===== config.mk =====
export PLATFORM = sky130hd
export DESIGN_NAME = stc_lerp
export DESIGN_NICKNAME = d
export VERILOG_FILES = /design/src/rtl/stc_pkg.sv /design/src/rtl/stc_lerp.sv
export SDC_FILE = /design/constraint.sdc
export NUM_CORES = 2
export LEC_CHECK = 0
export CAP_MARGIN = 0
export CORE_MARGIN = 2
export CORE_UTILIZATION = 30
export CTS_CLUSTER_DIAMETER = 60
export DETAILED_ROUTE_END_ITERATION = 6
export DONT_BUFFER_PORTS = 1
export SLEW_MARGIN = 20
export SYNTH_ARGS = -nofsm -noshare
export SYNTH_HDL_FRONTEND = slang
export SYNTH_SLANG_ARGS = --single-unit

===== constraint.sdc =====
create_clock -name clk_i -period 0.8 [get_ports clk_i]
set_input_delay 0.08 -clock clk_i [delete_from_list [all_inputs] [get_ports clk_i]]
set_output_delay 0.08 -clock clk_i [all_outputs]
set_load 0.01 [all_outputs]

===== src/rtl/stc_pkg.sv =====
`timescale 1ns / 1ps
// ----------------------------------------------------------------------------
// stc_pkg
// Shared types and constants of the smoothstep trilinear color sampler.
// ----------------------------------------------------------------------------

package stc_pkg;

  localparam int CellsPerAxis = 16;
  localparam int ColorBits    = 8;
  localparam int FractionBits = 12;

  localparam int CoordBits    = 16;
  localparam int FieldBits    = 8;
  localparam int IndexBits    = 12;

  localparam int Lanes        = 3;
  localparam int Corners      = 8;
  localparam int BlendSteps   = Corners - 1;
  localparam int XSteps       = Corners / 2;
  localparam int XYSteps      = XSteps + Corners / 4;

  localparam logic OpWrite  = 1'b0;
  localparam logic OpSample = 1'b1;

  typedef struct packed {
    logic                 operation;
    logic [IndexBits-1:0] entry_index;
    logic [FieldBits-1:0] red_in;
    logic [FieldBits-1:0] green_in;
    logic [FieldBits-1:0] blue_in;
    logic [CoordBits-1:0] coord_x;
    logic [CoordBits-1:0] coord_y;
    logic [CoordBits-1:0] coord_z;
  } stc_req_t;

  typedef struct packed {
    logic [FieldBits-1:0] red;
    logic [FieldBits-1:0] green;
    logic [FieldBits-1:0] blue;
  } stc_rsp_t;

  typedef enum logic [1:0] {
    StIdle,
    StFetch,
    StBlend
  } stc_state_e;

endpackage


===== src/rtl/stc_lerp.sv =====
`timescale 1ns / 1ps
// ----------------------------------------------------------------------------
// stc_lerp
// Three-lane blend unit: a * 2^F + (b - a) * w, one registered step.
// ----------------------------------------------------------------------------

module stc_lerp #(
  parameter int ColorBits    = stc_pkg::ColorBits,
  parameter int FractionBits = stc_pkg::FractionBits
) (
  input  logic                                                   clk_i,
  input  logic                                                   rst_ni,
  input  logic                                                   valid_i,
  input  logic [stc_pkg::Lanes-1:0][ColorBits+2*FractionBits-1:0] a_i,
  input  logic [stc_pkg::Lanes-1:0][ColorBits+2*FractionBits-1:0] b_i,
  input  logic [FractionBits:0]                                  w_i,
  output logic                                                   valid_o,
  output logic [stc_pkg::Lanes-1:0][ColorBits+3*FractionBits-1:0] r_o
);

  localparam int VW = ColorBits + 2 * FractionBits;
  localparam int RW = ColorBits + 3 * FractionBits;
  localparam int PW = VW + FractionBits + 3;

  logic                                 valid_q;
  logic [stc_pkg::Lanes-1:0][RW-1:0]    r_q;
  logic [stc_pkg::Lanes-1:0][RW-1:0]    r_d;
  logic signed [VW:0]                   diff;
  logic signed [FractionBits+1:0]       ws;
  logic signed [PW-1:0]                 prod;
  logic signed [PW-1:0]                 base;
  logic signed [PW-1:0]                 sum;

  always_comb begin
    diff = '0;
    prod = '0;
    base = '0;
    sum  = '0;
    ws   = $signed({1'b0, w_i});
    for (int l = 0; l < stc_pkg::Lanes; l++) begin
      diff   = $signed({1'b0, b_i[l]}) - $signed({1'b0, a_i[l]});
      prod   = PW'(diff) * PW'(ws);
      base   = $signed(PW'(a_i[l]) << FractionBits);
      sum    = base + prod;
      r_d[l] = sum[RW-1:0];
    end
  end

  always_ff @(posedge clk_i or negedge rst_ni) begin
    if (!rst_ni) begin
      valid_q <= 1'b0;
    end else begin
      valid_q <= valid_i;
    end
  end

  always_ff @(posedge clk_i) begin
    if (valid_i) begin
      r_q <= r_d;
    end
  end

  assign valid_o = valid_q;
  assign r_o     = r_q;

endmodule


==> impl_results.md <==
- Status: finished with violations
- Violated checks: hold timing, setup timing
- Number of fill cells: roughly 18k
- HPWL Detailed: 140,000 um
- Worst Hold Class: input port to register
- Total die area: around 190,000 um^2
- Synthesis Warnings: 0
- First-pass GRT wire length: 279,000 um
- Slew margin rel.: 0.567
- Count of flip-flops with a built-in enable after synthesis: around 130
- Tmin final: just under 8 ns
- Initial antenna violation count: 24
- Clk sink count: around 130
- Setup TNS Final: -755.73 ns
- Final Cell Area: 72,000 um^2
- CTS tree: done
- Max-Cap Viols: 0
- Worst hold stages: 0
- Final core occ: 0.389
- Register area share after synthesis: 0.0714
- Final setup violation count: ~270
- Post-synth cell types: 90
- Placed cell areas: between 60,000 and 70,000 um^2
- CTS clk-pin slew, worst paths: around 0.08 ns
- Drt total wl: between 150,000 and 200,000 um
- Fin nets: around 9k
- Synthesized instance count: around 6.1k
- Via count: ~44k
- Req. time, crit path: 1.13 ns
- Fin. max-slew vios: 0
- Synth Flop Type: edfxtp_1
- Largest family of logic cells by synthesized area: adder cells
- Commonest non-fill, non-tap cell in the layout: inv_1
- Root Buffer: clkbuf_16
- Critical path arrival: 8.11 ns
- Gr ovfl total: 0
- Ys async rst share: 0.00752
- Clock Path Buffers: 2
- Area grow syn2layout: 29.0%
- Worst hold slack: -0.273 ns
- IO Pins: approximately 340
- Routability-driven placement congestion ratio: about 0.88
- Starting Density: 0.302
- Synth Area in Compound Gates: 0.0816
- Hold Vio Cnt, Final: between 70 and 80
- Max Freq: about 0.13 GHz
- Final worst slack: -6.98 ns
- CP max stage delay: between 0.5 and 0.6 ns
- Startpoint Class: input port
- Via-to-Cell Ratio: roughly 4.7
- Final Cycle Share: 9.72
- Hold_buf cts: 4
- Largest net degree at the start of global routing: ~130
- Crit. End Element: register
- Slew of the pin with the lowest slew margin: around 0.65 ns
- Worst Hold End: r_o[117]$_DFFE_PP_
- Met2 usage: 0.327
- Simple-gate share of the synthesized area: 0.162
- Xor/xnor share of the synthesized area: 0.0369
- Drt drc: 0
- H-Tree Depth: 4
- Routed length per instance: around 19 um
- Core area: roughly 190,000 um^2
- Die Height: 436 um
- Syn Nets: 7,930
- Die width: ~440 um
- Layout cells sized above 1: 0.258
- Worst setup path category: input port to register
- Min-delay src: valid_i
- RSZ-0062 raised after global routing: yes
- Drt pass-1 iters: 6
- Cell Area, Synth: 55,900 um^2
- Worst path most repeated cell: buf_4
- Area share of fa/ha/maj cells after synthesis: 0.537
- Met1 GRT Util: 0.231
- Met3 usage: 0.0312
- #FFs+latches synth: about 130
- Vias in the first global route: 49.4k
- Iter 0 DRT Violations: 2,137
- Commonest non-fill, non-tap cells in the layout: 1,230 x inv_1, 1,189 x fa_1, 958 x buf_4
- Mux share of post-synthesis cell area: 0.00522
- CTS buffer count: 17
- Avg Cell Area, Syn: approximately 9 um^2
- GRT Max-Usage Layer: met2
- Post-route ant nets: 0
- Global Route Usage Sum: 0.190
- Max FO, Critical Path: 13
- IO buf count: 0
- Slowest CP cell: fa_2
- Row Count: between 150 and 200
[state kept, by name (all words and copies together) (netlist names)]
name     count
r_o        132
valid_o      1
[logic make-up (layout without fill, tap and decap cells)]
kind of cell / Yosys count / count (layout)
DFF: 133 / 133
and+or+nand+nor: 1761 / 1761
AOI/OAI and AO/OA: 666 / 666
buffers and inverters: 1582 / 2436
other: 0 / 22
adders and majority gates: 1659 / 1659
xor gates and xnor gates: 234 / 234
muxes: 28 / 28
[cells in the mapped netlist (56+ instances only)]
master	n	share of area
o21ai_0	93	0.0083
nand2_1	625	0.042
fa_1	1227	0.44
ha_1	432	0.097
nor2_1	152	0.010
and2_1	648	0.073
xnor2_1	177	0.028
edfxtp_1	132	0.071
nor2b_1	62	0.0069
a21oi_1	190	0.017
inv_1	1299	0.087
xor2_1	56	0.0088
a21o_1	100	0.013
clkbuf_1	266	0.018
nand2b_1	70	0.0078
[area by class of cell]
| class | instances | area [um^2] | area share |
|---|---|---|---|
| Antenna cell | 22 | 55.1 | 0.000764 |
| Clock buffer | 17 | 425 | 0.00590 |
| Clock inverter | 15 | 215 | 0.00299 |
| Inverter | 1299 | 4960 | 0.0688 |
| Multi-Input combinational cell | 4348 | 50100 | 0.695 |
| Sequential cell | 133 | 3990 | 0.0554 |
| Tap cell | 2480 | 3100 | 0.0431 |
| Timing Repair Buffer | 1105 | 9200 | 0.128 |
[how the worst max path moves through the flow]
| stage | startpoint | endpoint | slack [ns] | cells past startpoint |
|---|---|---|---|---|
| 2_1_floorplan | b_i[32] | r_o[87]$_DFFE_PP_ | -6.93 | 32 |
| 3_3_place_gp | b_i[32] | r_o[86]$_DFFE_PP_ | -7.74 | 33 |
| 3_5_place_dp | b_i[32] | r_o[86]$_DFFE_PP_ | -7.83 | 33 |
| 4_1_cts | b_i[1] | r_o[40]$_DFFE_PP_ | -6.90 | 33 |
| 5_1_grt | b_i[1] | r_o[40]$_DFFE_PP_ | -7.27 | 34 |
| 6_report | b_i[1] | r_o[40]$_DFFE_PP_ | -6.98 | 35 |
[per-layer routing]
layer  vias up  wire (um)  part of all wire
met2      1035      89300              0.51
met1     22900      71200              0.40
met3       222       8760             0.050
li1      20200          -                 -
met5         -         69           0.00039
met4        10       7140             0.040
[critical path, delay by kind of cell]
kind / cells / cell delay [ns]
AND/OR/NAND/NOR: 4 / 0.70
adder cells (fa/ha/maj): 8 / 3.50
XOR/XNOR: 2 / 0.16
AO/OA/AOI/OAI: 11 / 2.55
buffers and inverters: 10 / 1.10
[per-stage QoR]
| step | setup WS [ns] | cells |
|---|---|---|
| 3_3_place_gp | -7.74 | 9265 |
| 4_1_cts | -6.90 | 9367 |
| 3_5_place_dp | -7.83 | 9265 |
| 6_report | -6.98 | 9419 |
| 5_1_grt | -7.27 | 9415 |
| 2_1_floorplan | -6.93 | 6063 |
[what timing repair did]
action                                  CTS  global route
endpoints found under the setup margin  262           265
setup buffers                            74            60
hold endpoints to repair                142           133
gates resized for setup                 270           343
cloned                                    0             1
pin swaps                               221           209
Power is not shown: default switching activity piles up to over one toggle a cycle in this logic, so the estimate is an artifact.
