## src/rtl/stc_pkg.sv

```systemverilog
`timescale 1ns / 1ps
// ----------------------------------------------------------------------------
// stc_pkg
// Shared types and constants of the smoothstep trilinear color sampler.
// ----------------------------------------------------------------------------

package stc_pkg;

  localparam int CellsPerAxis = 16;
  localparam int ColorBits    = 8;
  localparam int FractionBits = 12;

  localparam int CoordBits    = 16;
  localparam int FieldBits    = 8;
  localparam int IndexBits    = 12;

  localparam int Lanes        = 3;
  localparam int Corners      = 8;
  localparam int BlendSteps   = Corners - 1;
  localparam int XSteps       = Corners / 2;
  localparam int XYSteps      = XSteps + Corners / 4;

  localparam logic OpWrite  = 1'b0;
  localparam logic OpSample = 1'b1;

  typedef struct packed {
    logic                 operation;
    logic [IndexBits-1:0] entry_index;
    logic [FieldBits-1:0] red_in;
    logic [FieldBits-1:0] green_in;
    logic [FieldBits-1:0] blue_in;
    logic [CoordBits-1:0] coord_x;
    logic [CoordBits-1:0] coord_y;
    logic [CoordBits-1:0] coord_z;
  } stc_req_t;

  typedef struct packed {
    logic [FieldBits-1:0] red;
    logic [FieldBits-1:0] green;
    logic [FieldBits-1:0] blue;
  } stc_rsp_t;

  typedef enum logic [1:0] {
    StIdle,
    StFetch,
    StBlend
  } stc_state_e;

endpackage

```

## src/rtl/stc_shape.sv

```systemverilog
`timescale 1ns / 1ps
// ----------------------------------------------------------------------------
// stc_shape
// Smoothstep weights f*f*(3-2f) of three fractions on one shared multiplier.
// ----------------------------------------------------------------------------

module stc_shape #(
  parameter int FractionBits = stc_pkg::FractionBits
) (
  input  logic                                        clk_i,
  input  logic                                        rst_ni,
  input  logic                                        start_i,
  input  logic [stc_pkg::Lanes-1:0][FractionBits-1:0] frac_i,
  output logic                                        ready_o,
  output logic [stc_pkg::Lanes-1:0][FractionBits:0]   weight_o
);

  localparam int AW = 2 * FractionBits;
  localparam int BW = FractionBits + 2;
  localparam int PW = AW + BW;
  localparam logic [2:0] LastStep = 3'(2 * stc_pkg::Lanes);

  logic [2:0]                                step_q;
  logic                                      run_q;
  logic                                      ready_q;
  logic [PW-1:0]                             prod_q;
  logic [PW-1:0]                             prod_d;
  logic [stc_pkg::Lanes-1:0][FractionBits:0] weight_q;
  logic [FractionBits-1:0]                   f;
  logic [BW-1:0]                             lin;
  logic [AW-1:0]                             op_a;
  logic [BW-1:0]                             op_b;
  logic [PW:0]                               rsum;
  logic [FractionBits:0]                     s;
  logic [1:0]                                wsel;

  always_comb begin
    case (step_q[2:1])
      2'd0:    f = frac_i[0];
      2'd1:    f = frac_i[1];
      2'd2:    f = frac_i[2];
      default: f = '0;
    endcase
    lin    = (BW'(3) << FractionBits) - (BW'(f) << 1);
    op_a   = step_q[0] ? prod_q[AW-1:0] : AW'(f);
    op_b   = step_q[0] ? lin : BW'(f);
    prod_d = op_a * op_b;
    rsum   = (PW+1)'(prod_q) + ((PW+1)'(1) << (2 * FractionBits - 1));
    s      = (FractionBits+1)'(rsum >> (2 * FractionBits));
    wsel   = 2'(step_q[2:1] - 2'd1);
  end

  always_ff @(posedge clk_i or negedge rst_ni) begin
    if (!rst_ni) begin
      step_q  <= '0;
      run_q   <= 1'b0;
      ready_q <= 1'b0;
    end else if (start_i) begin
      step_q  <= '0;
      run_q   <= 1'b1;
      ready_q <= 1'b0;
    end else if (run_q) begin
      step_q <= step_q + 3'd1;
      if (step_q == LastStep) begin
        run_q   <= 1'b0;
        ready_q <= 1'b1;
      end
    end
  end

  always_ff @(posedge clk_i) begin
    if (run_q) begin
      prod_q <= prod_d;
      if (step_q != '0 && !step_q[0]) begin
        weight_q[wsel] <= s;
      end
    end
  end

  assign ready_o  = ready_q;
  assign weight_o = weight_q;

endmodule

```

## config.mk

```make
export PLATFORM = sky130hd
export DESIGN_NAME = stc_shape
export DESIGN_NICKNAME = d
export VERILOG_FILES = /design/src/rtl/stc_pkg.sv /design/src/rtl/stc_shape.sv
export SDC_FILE = /design/constraint.sdc
export NUM_CORES = 1
export LEC_CHECK = 0
export BUFFER_PORTS_ARGS = -buffer_cell sky130_fd_sc_hd__buf_2
export CAP_MARGIN = 15
export CORE_AREA = 2 2 172 157
export DETAILED_ROUTE_END_ITERATION = 10
export DIE_AREA = 0 0 174 159
export HOLD_SLACK_MARGIN = 0.15
export PLACE_DENSITY_LB_ADDON = 0.3
export SLEW_MARGIN = 40
export SYNTH_ARGS = -nofsm -noshare
export SYNTH_HDL_FRONTEND = slang
export SYNTH_SLANG_ARGS = --single-unit
```

## constraint.sdc

```tcl
create_clock -name clk_i -period 18.68 [get_ports clk_i]
set_clock_uncertainty 0.15 [all_clocks]
set_input_delay 3.736 -clock clk_i [delete_from_list [all_inputs] [get_ports clk_i]]
set_output_delay 3.736 -clock clk_i [all_outputs]
set_load 0.01 [all_outputs]
```

==> results.tsv, run 1 <==
stage	metric	value	unit
die	dieHeight	159	um
yosys	synth_edf_count	76	
sta	fin_crit_sh	63.1	%
global_route	grt_pass1_wl	59300	um
die	start_util	54.7	%
detailed_routing	wl_per_cell	19.2	um
run_status	status	finished, final reports clean	
clock_network	clk_pin_slew_worst_paths	0.07	ns
cells_and_area	antenna_cells	0	
yosys	synthFlopType	edfxtp_1	
sta	setup_violations	0	
sta	worst_hold_slack	0.364	ns
die	dieArea	0.0277	mm2
detailed_routing	ant_nets	0	
clock_network	cts_tree	yes	
critical_path	crit_required	18.63	ns
clock_network	post_cts_resized	0	
cells_and_area	nets	1954	
min_path	min_path_type	reg2reg	
yosys	synth-seq-area-share	17.1	%
global_route	grt_remaining_overflow	0	
sta	fmax	84.9	MHz
detailed_routing	drtIter0Drc	1032	
global_route	antenna_found_initial	0	
yosys	postSynthCellCount	1497	
critical_path	cp_common_cell	fa_1	
die	rows	56	
global_route	grt_usage	27.6	%
detailed_routing	drt_first_pass_iters	7	
sta	slew_viol_final	0	
sta	fin_crit	11.78	ns
cells_and_area	drive_gt1_share	9.31	%
clock_network	clockRootBuffer	clkbuf_16	
global_route	grt_pass1_vias	10900	
global_route	grt_max_degree	91	
sta	fin_setup_tns	0	ns
detailed_routing	routed_via_density	5.59	
clock_network	clock_latency	0.35	ns
detailed_routing	drc_errors	0	
yosys	synth_top_cell_area_share	36.9	%
flow_run	drv_cap	0	
critical_path	startpoint_type	primary input	
cells_and_area	fin_util	59.2	%
yosys	synth.distinct_cells	68	
place	place.gp.congestion	0.944	
place	placed_area	0.0149	mm2
critical_path	slowest_delay	0.66	ns
clock_network	post-cts-setup-buffers	0	
clock_network	h-tree-depth	3	
place	io_buffers	78	
critical_path	crit_buf_inv	5	
yosys	syn_avg_cell_area	9.42	um2
yosys	yosysWarningCount	0	
detailed_routing	num_vias	10700	
critical_path	crit_family	adder cells	
clock_network	clockBufferDepth	2	
place	dpl.hpwl	29600	um
yosys	synth_top_area_cell	fa_1	
critical_path	cpMaxStageDelayCell	xor2_2	
yosys	synth_area_leaders	fa_1 37%, edfxtp_1 16%, ha_1 9.1%, inv_1 7.9%, nand2_1 5.9%	
critical_path	path_class	in2reg	
sta	rsz0062_at_grt	no	
clock_network	tritoncts.num_buffers	9	
sta	tightestPinTransition	0.844	ns
yosys	synth_area	0.0141	mm2
critical_path	cp-end-kind	flip-flop	
yosys	synth_seq_cells	81	
die	die-width	174	um
critical_path	worstPathArrival	11.73	ns
cells_and_area	area_growth	8.22	%
sta	finalHoldViolations	0	
detailed_routing	finalWirelength	36600	um
yosys	async_flop_share	6.17	%
die	ios	79	
sta	slew_headroom	43.6	%
clock_network	cts_num_sinks	81	
die	core_region_area	0.0258	mm2
clock_network	hold_buffers	0	
critical_path	crit_fanout	13	
cells_and_area	fin_area	0.0153	mm2
==> cells by family after synthesis <==
kind of cell             count (synthesis)  synth area share, %
other                                    2               0.0532
XOR/XNOR                                60                 3.88
flip-flops                              81                 17.1
adder cells (fa/ha/maj)                363                 46.0
AND/OR/NAND/NOR                        470                 14.9
buffers and inverters                  357                 9.72
AO/OA/AOI/OAI                          149                 7.28
multiplexers                            15                 1.07
==> final timing paths <==
check | end | cells after the start | slack, ns | startpoint
worst max register to register | prod_q[36] | 27 | 9.39 | step_q[2]
worst min-delay path | ready_o | 2 | 0.36 | ready_o
min in group asynchronous | step_q[0] | 1 | 3.04 | rst_ni
worst max-delay path | prod_q[36] | 28 | 6.90 | frac_i[0]
max in group asynchronous | run_q | 1 | 15.18 | rst_ni
worst min register to register | ready_o | 2 | 0.36 | ready_o
==> tightest hold or removal path, stage by stage (launching register included) <==
cell,delay [ns]
dfrtp_1,0.34
a31oi_1,0.05
nor2_1,0.09
==> cell usage in the layout, fill, tap and decap left out, drive strengths merged, types with 7 or more instances in the layout <==
cell type / n
a21o: 20
a21oi: 47
and2: 32
and3: 32
buf: 92
clkbuf: 9
conb: 12
edfxtp: 76
fa: 260
ha: 103
inv: 302
mux2i: 14
nand2: 223
nand2b: 13
nand3: 23
nor2: 118
nor2b: 8
nor3: 8
o211ai: 7
o21ai: 25
o2bb2ai: 9
xnor2: 45
xor2: 15
==> final cells by class <==
class / count / area (um2)
Timing Repair Buffer: 92 / 508
Multi-Input combinational cell: 1069 / 10400
Clock buffer: 9 / 225
Tap cell: 348 / 435
Inverter: 299 / 1120
Sequential cell: 81 / 2410
Fill cell: 2224 / 10500
Clock inverter: 7 / 130
==> metrics by stage <==
step / cells / setup WS (ns)
after floorplan: 1507 / 8.04
after global placement: 1888 / 6.65
after detailed placement: 1888 / 6.62
after CTS: 1904 / 6.93
after global routing: 1905 / 6.47
final: 1905 / 6.90
==> metal layers <==
layer	part of all wire (%)	global-route usage (%)
met1	42	39.6
met2	45	41.5
met3	12	9.53
met4	1.5	4.74
met5	0	0
==> synth_stat cells, types with 3 or more instances <==
library cell	n
dfrtp_1	5
o21bai_1	5
nand3_1	23
fa_1	260
and2_1	31
o21a_1	5
xnor2_1	43
nand2b_1	13
xor2_1	14
buf_2	13
o21ai_1	4
a21oi_1	45
a211o_1	3
o2bb2ai_1	7
clkbuf_1	41
nor2_1	117
nand2_1	223
o211ai_1	6
nor3_1	5
ha_1	103
nand4_1	4
a21o_1	20
nor2b_1	7
inv_1	298
edfxtp_1	76
mux2i_1	14
a31oi_1	6
a211oi_1	4
and3_1	32
o21ai_0	20
==> registers in the layout (all words and copies together), names as in the netlist <==
signal / flops
prod_q: 37
ready_o: 1
run_q: 1
step_q: 3
weight_o: 39
Power of run 1 is not shown: default switching activity piles up to over one toggle a cycle in this logic, so the estimate is an artifact.
==> inputs of run 2 (changes only) <==
Clock period 18.68 ns to 9.6 ns, I/O delays scaled along.
==> run 2 against run 1 <==
Compared with the run above: register-to-register slack worse by 8.3 ns; flip-flop and latch count stayed put; final cell count is 1.8% higher; sequential share of layout area is 0.16 points lower; highest routed layer unchanged.
==> results.tsv, run 2 (synthesized netlist as in run 1, its figures left out) <==
stage	metric	value	unit	change
run_status	status	finished, final reports clean		
critical_path	reg2reg_slack	1.06	ns	-8.33 ns
clock_network	clockRootBuffer	clkbuf_16		
global_route	grt_pass1_vias	11200		+2.4%
sta	setup_violations	0		unchanged
critical_path	worstPathArrival	9.17	ns	-2.56 ns
sta	slew_viol_final	0		unchanged
die	core_region_area	0.0258	mm2	unchanged
clock_network	clk_pin_slew_worst_paths	0.08	ns	about the same
clock_network	cts_tree	yes		
clock_network	cts_num_sinks	81		unchanged
detailed_routing	ant_nets	0		unchanged
cells_and_area	fin_area	0.0154	mm2	+1.0%
global_route	antenna_found_initial	0		unchanged
sta	slew_headroom	46.3	%	+2.7 points
place	dpl.hpwl	29700	um	+0.24%
critical_path	cpMaxStageDelayCell	fa_1		
sta	fmax	109	MHz	
cells_and_area	drive_gt1_share	10.8	%	+1.5 points
detailed_routing	wl_per_cell	18.6	um	-3.0%
min_path	min_delay_path_depth	2		unchanged
global_route	grt_usage	27.6	%	about the same
sta	fin_setup_tns	0	ns	unchanged
critical_path	r2r_start	step_q[2]		
global_route	grt_remaining_overflow	0		unchanged
clock_network	post-cts-setup-buffers	0		unchanged
flow_run	drv_cap	0		unchanged
die	rows	56		unchanged
global_route	grt_pass1_wl	59200	um	-0.17%
sta	tightestPinTransition	0.806	ns	-0.0382 ns
critical_path	path_class	in2reg		
detailed_routing	routed_via_density	5.58		-0.22%
clock_network	h-tree-depth	3		unchanged
die	ios	79		unchanged
critical_path	r2r_end	prod_q[36]		
cells_and_area	largest_reg_flops	39		unchanged
place	io_buffers	78		unchanged
clock_network	clock_latency	0.37	ns	+0.02 ns
min_path	min_from	ready_o		
detailed_routing	finalWirelength	36100	um	-1.2%
detailed_routing	drt_first_pass_iters	5		-2
critical_path	slowest_delay	0.61	ns	-0.05 ns
clock_network	hold_buffers	0		unchanged
cells_and_area	antenna_cells	0		unchanged
place	place.gp.congestion	0.937		-0.74%
critical_path	crit_required	9.57	ns	-9.06 ns
global_route	grt_max_degree	90		-1.1%
cells_and_area	layout_commonest_cell	inv_1		
detailed_routing	num_vias	10800		+1.6%
sta	finalHoldViolations	0		unchanged
die	dieHeight	159	um	unchanged
critical_path	crit_fanout	7		-6
cells_and_area	nets	1989		+1.8%
cells_and_area	fill_cells	2248		+1.1%
critical_path	startpoint_type	primary input		
critical_path	r2r_cells	28		+3.7%
detailed_routing	drc_errors	0		unchanged
min_path	min_to	ready_o		
place	placed_area	0.0151	mm2	+1.6%
detailed_routing	drtIter0Drc	1000		-3.1%
die	dieArea	0.0277	mm2	unchanged
clock_network	tritoncts.num_buffers	9		unchanged
clock_network	post_cts_resized	0		unchanged
die	start_util	54.7	%	unchanged
critical_path	cp_common_cell	fa_1		
clock_network	clockBufferDepth	2		unchanged
sta	fin_crit	9.20	ns	
die	die-width	174	um	unchanged
sta	rsz0062_at_grt	no		
cells_and_area	area_growth	9.36	%	
min_path	min_path_type	reg2reg		
sta	fin_crit_sh	95.8	%	
critical_path	cp-end-kind	flip-flop		
cells_and_area	layout_common_cells	298 x inv_1, 260 x fa_1, 223 x nand2_1		
-- run 2: cell types whose count changed in the layout (fill, tap and decap cells not counted), moves of 2 or more --
cell       delta
bufinv_16     -2
a21oi_2       -5
a21oi_1       +5
clkinv_4      +2
buf_4        +36
inv_8         -2
-- run 2: worst max path at each step --
stage / cells past startpoint / startpoint / endpoint / slack (ns)
global placement: 28 / frac_i[13] / prod_q[35] / 0.17
finish: 29 / frac_i[13] / prod_q[36] / 0.40
detailed placement: 29 / frac_i[13] / prod_q[36] / 0.14
floorplan: 27 / frac_i[13] / prod_q[36] / 0.78
global route: 28 / frac_i[13] / prod_q[29] / 0.06
CTS: 29 / frac_i[13] / prod_q[36] / 0.46
-- run 2: area by class of cell --
| type | instances | area, um2 | area share (%) |
|---|---|---|---|
| Clock inverter | 7 | 88.8 | 0.576 |
| Tap cell | 348 | 435 | 2.82 |
| Timing Repair Buffer | 127 | 758 | 4.91 |
| Inverter | 299 | 1120 | 7.27 |
| Sequential cell | 81 | 2410 | 15.6 |
| Multi-Input combinational cell | 1069 | 10400 | 67.3 |
| Clock buffer | 9 | 225 | 1.46 |
-- run 2: routing by layer --
layer  vias to the layer above  global-route usage, %  share of wire (%)
met2                       544                   42.3                 45
met5                         -                      0                  0
met4                         0                   7.07                2.2
met3                        58                   6.71                9.7
met1                      5408                   39.7                 43
li1                       4820                      -                  -
-- run 2: worst max-delay path: cells and delay by family --
family | cells | cell delay [ns]
adders and majority gates | 8 | 3.72
AOI/OAI and AO/OA | 8 | 2.01
and+or+nand+nor | 4 | 0.66
xor gates and xnor gates | 2 | 0.27
muxes | 1 | 0.05
buffers and inverters | 6 | 0.51
-- run 2: stage by stage --
| step | hold slack (ns) | utilization [%] | setup WS (ns) | instances |
|---|---|---|---|---|
| 2_1_floorplan | 0.379 | - | 0.778 | 1507 |
| 3_3_place_gp | 0.320 | 58.6 | 0.175 | 1924 |
| 3_5_place_dp | 0.339 | 58.6 | 0.138 | 1924 |
| 4_1_cts | 0.352 | 59.8 | 0.465 | 1940 |
| 5_1_grt | 0.402 | 59.8 | 0.0577 | 1940 |
| 6_report | 0.351 | 59.8 | 0.402 | 1940 |
Power of run 2 is left out for the same reason.
